[src/design/rdwr_pkg.sv]
// Shared types, constants and controller/datapath interface structs of the draw pool.
`default_nettype none
package rdwr_pkg;

	// Pool geometry.
	localparam int POOL_DEPTH = 64;
	localparam int ADDR_W     = $clog2(POOL_DEPTH);
	localparam int COUNT_W    = $clog2(POOL_DEPTH + 1);

	// Fixed field widths.
	localparam int ENTRY_W  = 8;
	localparam int RND_W    = 16;
	localparam int REMAIN_W = 7;
	localparam int STATUS_W = 2;
	localparam int STEP_W   = $clog2(RND_W);

	// Request commands.
	localparam logic CMD_LOAD = 1'b0;
	localparam logic CMD_DRAW = 1'b1;

	// Result status codes.
	localparam logic [STATUS_W-1:0] STATUS_OK    = 2'd0;
	localparam logic [STATUS_W-1:0] STATUS_FULL  = 2'd1;
	localparam logic [STATUS_W-1:0] STATUS_EMPTY = 2'd2;

	typedef struct packed {
		logic               cmd;
		logic [ENTRY_W-1:0] entry_value;
		logic [RND_W-1:0]   random_word;
	} in_req_t;

	typedef struct packed {
		logic [ENTRY_W-1:0]  drawn_value;
		logic [REMAIN_W-1:0] remaining_count;
		logic [STATUS_W-1:0] status;
	} out_req_t;

	// Commands from the controller to the datapath.
	typedef struct packed {
		logic capture;
		logic load_wr;
		logic set_full;
		logic set_empty;
		logic div_step;
		logic rd_pos;
		logic cap_drawn;
		logic sh_rd;
		logic sh_wr;
		logic commit_draw;
		logic out_load;
	} dp_cmd_t;

	// Status from the datapath to the controller.
	typedef struct packed {
		logic               is_draw;
		logic               full;
		logic               empty;
		logic               div_last;
		logic               shift_more;
		logic [COUNT_W-1:0] count;
	} dp_sts_t;

endpackage
`default_nettype wire

[src/design/random_draw_without_replacement_unit.sv]
// Top level of the draw pool: controller and datapath joined by command and status structs.
// A load or an error request goes from capture through the execute state to the result; a draw
// also runs the bit-serial modulo unit, reads the entry at the drawn position and closes the
// gap by moving each entry above it down one place, with a read and then a write of the pool
// memory per entry. One request is in work at a time; the next is accepted the cycle after
// the result is registered. Reset clears the count and handshake.
`default_nettype none
module random_draw_without_replacement_unit (
	input  wire logic               clk,
	input  wire logic               arst_n,
	input  wire logic               in_valid,
	output logic                    in_ready,
	input  wire rdwr_pkg::in_req_t  in_data,
	output logic                    out_valid,
	input  wire logic               out_ready,
	output rdwr_pkg::out_req_t      out_data
);

	// Commands flow from the controller into the datapath, status flows back.
	rdwr_pkg::dp_cmd_t dp_cmd;
	rdwr_pkg::dp_sts_t dp_sts;

	// The controller walks each request through its steps: capture, load or modulo,
	// reading the chosen entry, then closing the gap one entry at a time.
	rdwr_ctrl u_ctrl (
		.clk       (clk),
		.arst_n    (arst_n),
		.in_valid  (in_valid),
		.in_ready  (in_ready),
		.out_valid (out_valid),
		.out_ready (out_ready),
		.sts       (dp_sts),
		.cmd       (dp_cmd)
	);

	// The datapath holds the pool memory, the entry count, the serial modulo unit
	// and the output register that lets a finished result wait for the consumer.
	rdwr_datapath u_dp (
		.clk      (clk),
		.arst_n   (arst_n),
		.in_data  (in_data),
		.cmd      (dp_cmd),
		.sts      (dp_sts),
		.out_data (out_data)
	);

	// The pool count can never pass the pool depth.
	a_count_bound: assert property (@(posedge clk) disable iff (!arst_n)
		dp_sts.count <= rdwr_pkg::COUNT_W'(rdwr_pkg::POOL_DEPTH))
		else $error("pool count exceeds depth");

	// An accepted request keeps the block busy on the following cycle.
	a_busy_after_accept: assert property (@(posedge clk) disable iff (!arst_n)
		in_valid && in_ready |=> !in_ready)
		else $error("block ready right after accepting a request");

	// Loads and errors report a zero drawn value.
	a_err_zero: assert property (@(posedge clk) disable iff (!arst_n)
		out_valid && (out_data.status != rdwr_pkg::STATUS_OK) |-> out_data.drawn_value == '0)
		else $error("error result carries a drawn value");

	// A full-pool error reports the pool as full.
	a_full_count: assert property (@(posedge clk) disable iff (!arst_n)
		out_valid && (out_data.status == rdwr_pkg::STATUS_FULL)
		|-> out_data.remaining_count == rdwr_pkg::REMAIN_W'(rdwr_pkg::POOL_DEPTH))
		else $error("full status with wrong remaining count");

endmodule
`default_nettype wire

[src/design/rdwr_datapath.sv]
// Datapath of the draw pool: pool memory, count, serial modulo unit and result register.
`default_nettype none
module rdwr_datapath (
	input  wire logic                       clk,
	input  wire logic                       arst_n,
	input  wire rdwr_pkg::in_req_t          in_data,
	input  wire rdwr_pkg::dp_cmd_t          cmd,
	output rdwr_pkg::dp_sts_t               sts,
	output rdwr_pkg::out_req_t              out_data
);

	logic [rdwr_pkg::ENTRY_W-1:0] mem [rdwr_pkg::POOL_DEPTH];

	rdwr_pkg::in_req_t                item_q;
	logic [rdwr_pkg::COUNT_W-1:0]     count_q;
	logic [rdwr_pkg::COUNT_W-1:0]     rem_q;
	logic [rdwr_pkg::RND_W-1:0]       rnd_q;
	logic [rdwr_pkg::STEP_W-1:0]      step_q;
	logic [rdwr_pkg::ADDR_W-1:0]      k_q;
	logic [rdwr_pkg::ENTRY_W-1:0]     drawn_q;
	logic [rdwr_pkg::STATUS_W-1:0]    status_q;
	logic [rdwr_pkg::ENTRY_W-1:0]     rd_data_q;
	rdwr_pkg::out_req_t               out_q;

	logic [rdwr_pkg::COUNT_W:0]       part;
	logic [rdwr_pkg::COUNT_W-1:0]     rem_next;
	logic [rdwr_pkg::COUNT_W-1:0]     k_plus1;
	logic                             mem_we;
	logic [rdwr_pkg::ADDR_W-1:0]      waddr;
	logic [rdwr_pkg::ENTRY_W-1:0]     wdata;
	logic                             mem_re;
	logic [rdwr_pkg::ADDR_W-1:0]      raddr;

	// One restoring division step: bring in the next dividend bit, subtract if it fits.
	always_comb begin
		part = {rem_q, rnd_q[rdwr_pkg::RND_W-1]};
		if (part >= {1'b0, count_q}) begin
			rem_next = rdwr_pkg::COUNT_W'(part - {1'b0, count_q});
		end else begin
			rem_next = rdwr_pkg::COUNT_W'(part);
		end
	end

	assign k_plus1 = rdwr_pkg::COUNT_W'(k_q) + rdwr_pkg::COUNT_W'(1);

	assign mem_we = cmd.load_wr | cmd.sh_wr;
	assign waddr  = cmd.load_wr ? rdwr_pkg::ADDR_W'(count_q) : k_q;
	assign wdata  = cmd.load_wr ? item_q.entry_value : rd_data_q;
	assign mem_re = cmd.rd_pos | cmd.sh_rd;
	assign raddr  = cmd.rd_pos ? rdwr_pkg::ADDR_W'(rem_q) : rdwr_pkg::ADDR_W'(k_plus1);

	always_ff @(posedge clk) begin
		if (mem_we) begin
			mem[waddr] <= wdata;
		end
		if (mem_re) begin
			rd_data_q <= mem[raddr];
		end
	end

	always_ff @(posedge clk or negedge arst_n) begin
		if (!arst_n) begin
			count_q <= '0;
		end else if (cmd.load_wr) begin
			count_q <= count_q + rdwr_pkg::COUNT_W'(1);
		end else if (cmd.commit_draw) begin
			count_q <= count_q - rdwr_pkg::COUNT_W'(1);
		end
	end

	always_ff @(posedge clk) begin
		if (cmd.capture) begin
			item_q   <= in_data;
			rnd_q    <= in_data.random_word;
			rem_q    <= '0;
			step_q   <= '0;
			drawn_q  <= '0;
			status_q <= rdwr_pkg::STATUS_OK;
		end
		if (cmd.set_full) begin
			status_q <= rdwr_pkg::STATUS_FULL;
		end
		if (cmd.set_empty) begin
			status_q <= rdwr_pkg::STATUS_EMPTY;
		end
		if (cmd.div_step) begin
			rem_q  <= rem_next;
			rnd_q  <= {rnd_q[rdwr_pkg::RND_W-2:0], 1'b0};
			step_q <= step_q + rdwr_pkg::STEP_W'(1);
		end
		if (cmd.rd_pos) begin
			k_q <= rdwr_pkg::ADDR_W'(rem_q);
		end
		if (cmd.cap_drawn) begin
			drawn_q <= rd_data_q;
		end
		if (cmd.sh_wr) begin
			k_q <= rdwr_pkg::ADDR_W'(k_plus1);
		end
		if (cmd.out_load) begin
			out_q.drawn_value     <= drawn_q;
			out_q.remaining_count <= rdwr_pkg::REMAIN_W'(count_q);
			out_q.status          <= status_q;
		end
	end

	assign sts.is_draw    = (item_q.cmd == rdwr_pkg::CMD_DRAW);
	assign sts.full       = (count_q >= rdwr_pkg::COUNT_W'(rdwr_pkg::POOL_DEPTH));
	assign sts.empty      = (count_q == '0);
	assign sts.div_last   = (step_q == rdwr_pkg::STEP_W'(rdwr_pkg::RND_W - 1));
	assign sts.shift_more = (k_plus1 < count_q);
	assign sts.count      = count_q;

	assign out_data = out_q;

endmodule
`default_nettype wire

[src/design/rdwr_ctrl.sv]
// Controller state machine of the draw pool: sequences load, modulo, read and gap close.
`default_nettype none
module rdwr_ctrl (
	input  wire logic              clk,
	input  wire logic              arst_n,
	input  wire logic              in_valid,
	output logic                   in_ready,
	output logic                   out_valid,
	input  wire logic              out_ready,
	input  wire rdwr_pkg::dp_sts_t sts,
	output rdwr_pkg::dp_cmd_t      cmd
);

	typedef enum logic [2:0] {
		ST_IDLE,
		ST_EXEC,
		ST_DIV,
		ST_RD_POS,
		ST_CAP,
		ST_SH_RD,
		ST_SH_WR,
		ST_RESP
	} state_t;

	state_t state_q;
	logic   out_valid_q;
	logic   out_free;

	assign out_free = !out_valid_q || out_ready;

	always_comb begin
		cmd = '0;
		case (state_q)
			ST_IDLE: begin
				cmd.capture = in_valid;
			end
			ST_EXEC: begin
				if (!sts.is_draw) begin
					cmd.load_wr  = !sts.full;
					cmd.set_full = sts.full;
				end else begin
					cmd.set_empty = sts.empty;
				end
			end
			ST_DIV: begin
				cmd.div_step = 1'b1;
			end
			ST_RD_POS: begin
				cmd.rd_pos = 1'b1;
			end
			ST_CAP: begin
				cmd.cap_drawn = 1'b1;
			end
			ST_SH_RD: begin
				cmd.sh_rd       = sts.shift_more;
				cmd.commit_draw = !sts.shift_more;
			end
			ST_SH_WR: begin
				cmd.sh_wr = 1'b1;
			end
			ST_RESP: begin
				cmd.out_load = out_free;
			end
			default: begin
				cmd = '0;
			end
		endcase
	end

	always_ff @(posedge clk or negedge arst_n) begin
		if (!arst_n) begin
			state_q     <= ST_IDLE;
			out_valid_q <= 1'b0;
		end else begin
			// A new result takes the output register as the old one leaves.
			if ((state_q == ST_RESP) && out_free) begin
				out_valid_q <= 1'b1;
			end else if (out_valid_q && out_ready) begin
				out_valid_q <= 1'b0;
			end
			case (state_q)
				ST_IDLE: begin
					if (in_valid) begin
						state_q <= ST_EXEC;
					end
				end
				ST_EXEC: begin
					if (sts.is_draw && !sts.empty) begin
						state_q <= ST_DIV;
					end else begin
						state_q <= ST_RESP;
					end
				end
				ST_DIV: begin
					if (sts.div_last) begin
						state_q <= ST_RD_POS;
					end
				end
				ST_RD_POS: begin
					state_q <= ST_CAP;
				end
				ST_CAP: begin
					state_q <= ST_SH_RD;
				end
				ST_SH_RD: begin
					if (sts.shift_more) begin
						state_q <= ST_SH_WR;
					end else begin
						state_q <= ST_RESP;
					end
				end
				ST_SH_WR: begin
					state_q <= ST_SH_RD;
				end
				ST_RESP: begin
					if (out_free) begin
						state_q <= ST_IDLE;
					end
				end
				default: begin
					state_q <= ST_IDLE;
				end
			endcase
		end
	end

	assign in_ready  = (state_q == ST_IDLE);
	assign out_valid = out_valid_q;

endmodule
`default_nettype wire
[config.mk]
export PLATFORM = sky130hd
export DESIGN_NAME = random_draw_without_replacement_unit
export DESIGN_NICKNAME = d
export VERILOG_FILES = /design/src/design/rdwr_pkg.sv /design/src/design/random_draw_without_replacement_unit.sv /design/src/design/rdwr_datapath.sv /design/src/design/rdwr_ctrl.sv
export SDC_FILE = /design/constraint.sdc
export NUM_CORES = 1
export LEC_CHECK = 0
export CAP_MARGIN = 25
export CORE_UTILIZATION = 25
export DETAILED_ROUTE_END_ITERATION = 8
export DONT_BUFFER_PORTS = 1
export SLEW_MARGIN = 10
export SYNTH_ARGS = -nofsm -noshare
export SYNTH_HDL_FRONTEND = slang
export SYNTH_SLANG_ARGS = --single-unit
export TNS_END_PERCENT = 50
[constraint.sdc]
create_clock -name clk -period 6.75 [get_ports clk]
set_input_delay 1.0125 -clock clk [delete_from_list [all_inputs] [get_ports clk]]
set_output_delay 1.0125 -clock clk [all_outputs]
set_load 0.01 [all_outputs]
==> impl_metrics.json <==
{
  "fin_cells": 3065,
  "tightest_slew_ns": 1.085,
  "drive_above_1_share": 0.08898,
  "drt_iter0_markers": 1183,
  "slew_violations": 0,
  "cellPowerDensity_nw_per_um2": 455.0,
  "hold_buffers": 0,
  "die_area_um2": 104300,
  "grt_max_degree": 114,
  "min_period_over_period": 0.6613,
  "numCtsBuffers": 61,
  "area_growth_pct": 13.39,
  "hold_violations": 0,
  "r2r_end": "u_dp.mem[4][1]",
  "peakVddDrop_uv": 323.8,
  "drt_first_pass_iters": 6,
  "synthCells": 1651,
  "fin_tns_setup_ns": 0,
  "fp.dieH_um": 322.9,
  "syn_nets": 1702,
  "placed_cells": 2947,
  "synthTopCellsByArea": "edfxtp_1 68%, mux2i_1 13%, nand2_1 2.0%",
  "fillerInstances": 10180,
  "ctsResizeCount": 0,
  "reg2reg_slack_ns": 2.29,
  "cts_tree": "built",
  "setup_violations": 0,
  "nNetsFinal": 1697,
  "ys_ff_latch": 600,
  "critPathRequiredTime_ns": 7.00,
  "finalWeightedCongestion": 0.8426,
  "drc": 0,
  "cts_setup_buffers": 0,
  "core_um2": 101900,
  "max_freq_mhz": 224.0,
  "finalWirelength_mm": 61.78,
  "grt_pass1_vias": 13870,
  "worstPathArrival_ns": 4.71,
  "power_mw": 13.29,
  "avgSynthCellArea_um2": 15.60,
  "place_ws_ns": 2.267,
  "pin_count": 48,
  "synth_warnings": 0,
  "grt_overflow": 0,
  "synth_ff_type": "edfxtp_1",
  "finalInstanceArea_um2": 29200,
  "slew_headroom": 0.2769,
  "critPathCapture": "u_dp.mem[4][1]",
  "via_count": 14030,
  "async_flop_share": 0.01833,
  "critPathMaxFanout": 32,
  "status": "finished clean",
  "clkSinkCount": 600,
  "maxCapViolCount": 0,
  "postRouteAntennaNets": 0,
  "syn-cell-area_um2": 25750,
  "grt_pass1_wl_mm": 90.16,
  "synth_common_cells": "586 x edfxtp_1, 324 x mux2i_1, 134 x nand2_1",
  "fin_ws_ns": 2.286,
  "finClkSkew_ns": 0.03221,
  "placed_area_um2": 27100,
  "rsz0062_at_grt": "no",
  "avgViaCountPerCell": 4.578,
  "antenna_found_initial": 8,
  "fin_crit_ns": 4.464,
  "htree_levels": 2,
  "leakage_nw": 9.978,
  "die_width_um": 322.9,
  "setup.worst_path.class": "register to register",
  "worstSetupEndpointType": "register",
  "reg2reg_depth": 8,
  "row_count": 117,
  "track_usage": 0.1157,
  "synth_cell_types": 64,
  "ys_seq_area_frac": 0.6964,
  "start_util": 0.2527,
  "synth_area_leader_cell": "edfxtp_1",
  "r2r-start": "u_ctrl.state_q[0]",
  "clock_latency_ns": 0.64,
  "antenna_cells": 0,
  "synth_edf_count": 586,
  "cts_buffer_depth": 3,
  "cp-startpoint": "u_ctrl.state_q[0]",
  "cts-root-buf": "clkbuf_16",
  "start_kind": "register",
  "clk_pin_slew_ns": 0.06,
  "post-dp-hpwl_mm": 38.40,
  "portBuffers": 0,
  "synth_most_common_cell": "edfxtp_1",
  "synth_top_cell_area_share": 0.6834,
  "wire_per_inst_um": 20.16,
  "hold_path_class": "input pin to asynchronous set/reset pin"
}
## cell families after synthesis
kind of cell / after synthesis / share of synthesized area
XOR/XNOR: 13 / 0.004713
AND/OR/NAND/NOR: 313 / 0.05471
adder cells (fa/ha/maj): 22 / 0.01127
multiplexers: 361 / 0.1429
flip-flops: 600 / 0.6964
buffers and inverters: 105 / 0.02337
AO/OA/AOI/OAI: 237 / 0.06667
## critical path: stages (launching register included)
cell and delay, ns:
dfrtp_1 0.65, nor3b_1 0.33, nor2b_1 0.36, and2_1 0.18, buf_4 0.36, inv_1 0.30, o22ai_1 0.36, nand2_1 0.64
nor2_1 0.88
## flip-flops by register name, indices dropped and copies added, names as in the netlist, 6 cells and up
register,flops
u_dp.rd_data_q,8
u_dp.k_q,6
u_dp.item_q,8
u_dp.out_data,17
u_dp.drawn_q,8
u_dp.rnd_q,16
u_dp.rem_q,7
u_dp.count_q,7
u_dp.mem,512
## layout by cell type (no fill, tap or decap), types with 9 or more instances in the layout
cell        synthesis  final
a31oi_1            17     17
clkinvlp_4          0     11
o211ai_1           11     11
clkbuf_1           22     15
nand3_1            17     17
o21ai_0            30     30
dfrtp_1            11     11
buf_4               9     15
nor2_1             87     85
a22o_1             16     16
mux2i_1           324    324
mux2_2             27     20
nand4_1             9      9
clkinv_2            0     10
o22ai_1             9      9
inv_1              16     16
nor2b_1            31     31
a211oi_1           24     24
ha_1               20     20
a21oi_1            31     31
clkbuf_16           0     62
a22oi_1            25     25
and2_1             10     10
nand2_1           134    134
edfxtp_1          586    586
## power by group
group          switching (mW)  internal, mW  total (mW)
sequential              0.260          4.91        5.17
combinational            3.15          1.59        4.74
clock                    1.43          1.94        3.37
total                    4.84          8.44        13.3
## stage by stage
step	hold WS, ns	utilization
after floorplan	0.4003	-
after global placement	0.4117	0.2659
after detailed placement	0.4117	0.2660
after CTS	0.04965	0.2859
after global routing	0.05352	0.2866
final	0.08317	0.2866
## layer usage
| layer | vias up | global-route usage | part of all wire |
|---|---|---|---|
| met2 | 468 | 0.1856 | 0.46 |
| li1 | 6409 | - | - |
| met1 | 7021 | 0.1503 | 0.43 |
| met4 | 14 | 0.03992 | 0.032 |
| met5 | - | 0 | 0.0016 |
| met3 | 121 | 0.03074 | 0.076 |
## worst min-delay path by stage
stage / start / end / slack, ns / cells past startpoint
after global routing: arst_n / u_ctrl.out_valid / 0.05 / 0
after global placement: u_dp.drawn_q[0] / u_dp.out_data[9] / 0.41 / 0
after floorplan: u_dp.drawn_q[1] / u_dp.out_data[10] / 0.40 / 0
final: arst_n / u_ctrl.state_q[0] / 0.08 / 0
after CTS: arst_n / u_ctrl.state_q[2] / 0.05 / 0
after detailed placement: u_dp.drawn_q[7] / u_dp.out_data[16] / 0.41 / 0
## cell type report
| cell class | count | area, um^2 | area share |
|---|---|---|---|
| Sequential cell | 600 | 17930 | 0.6142 |
| Multi-Input combinational cell | 946 | 7263 | 0.2488 |
| Tap cell | 1368 | 1712 | 0.05862 |
| Clock buffer | 78 | 1622 | 0.05554 |
| Clock inverter | 36 | 404.1 | 0.01384 |
| Timing Repair Buffer | 20 | 200.2 | 0.006857 |
| Inverter | 17 | 63.81 | 0.002186 |
No activity file was read; power rests on OpenSTA's default activity.
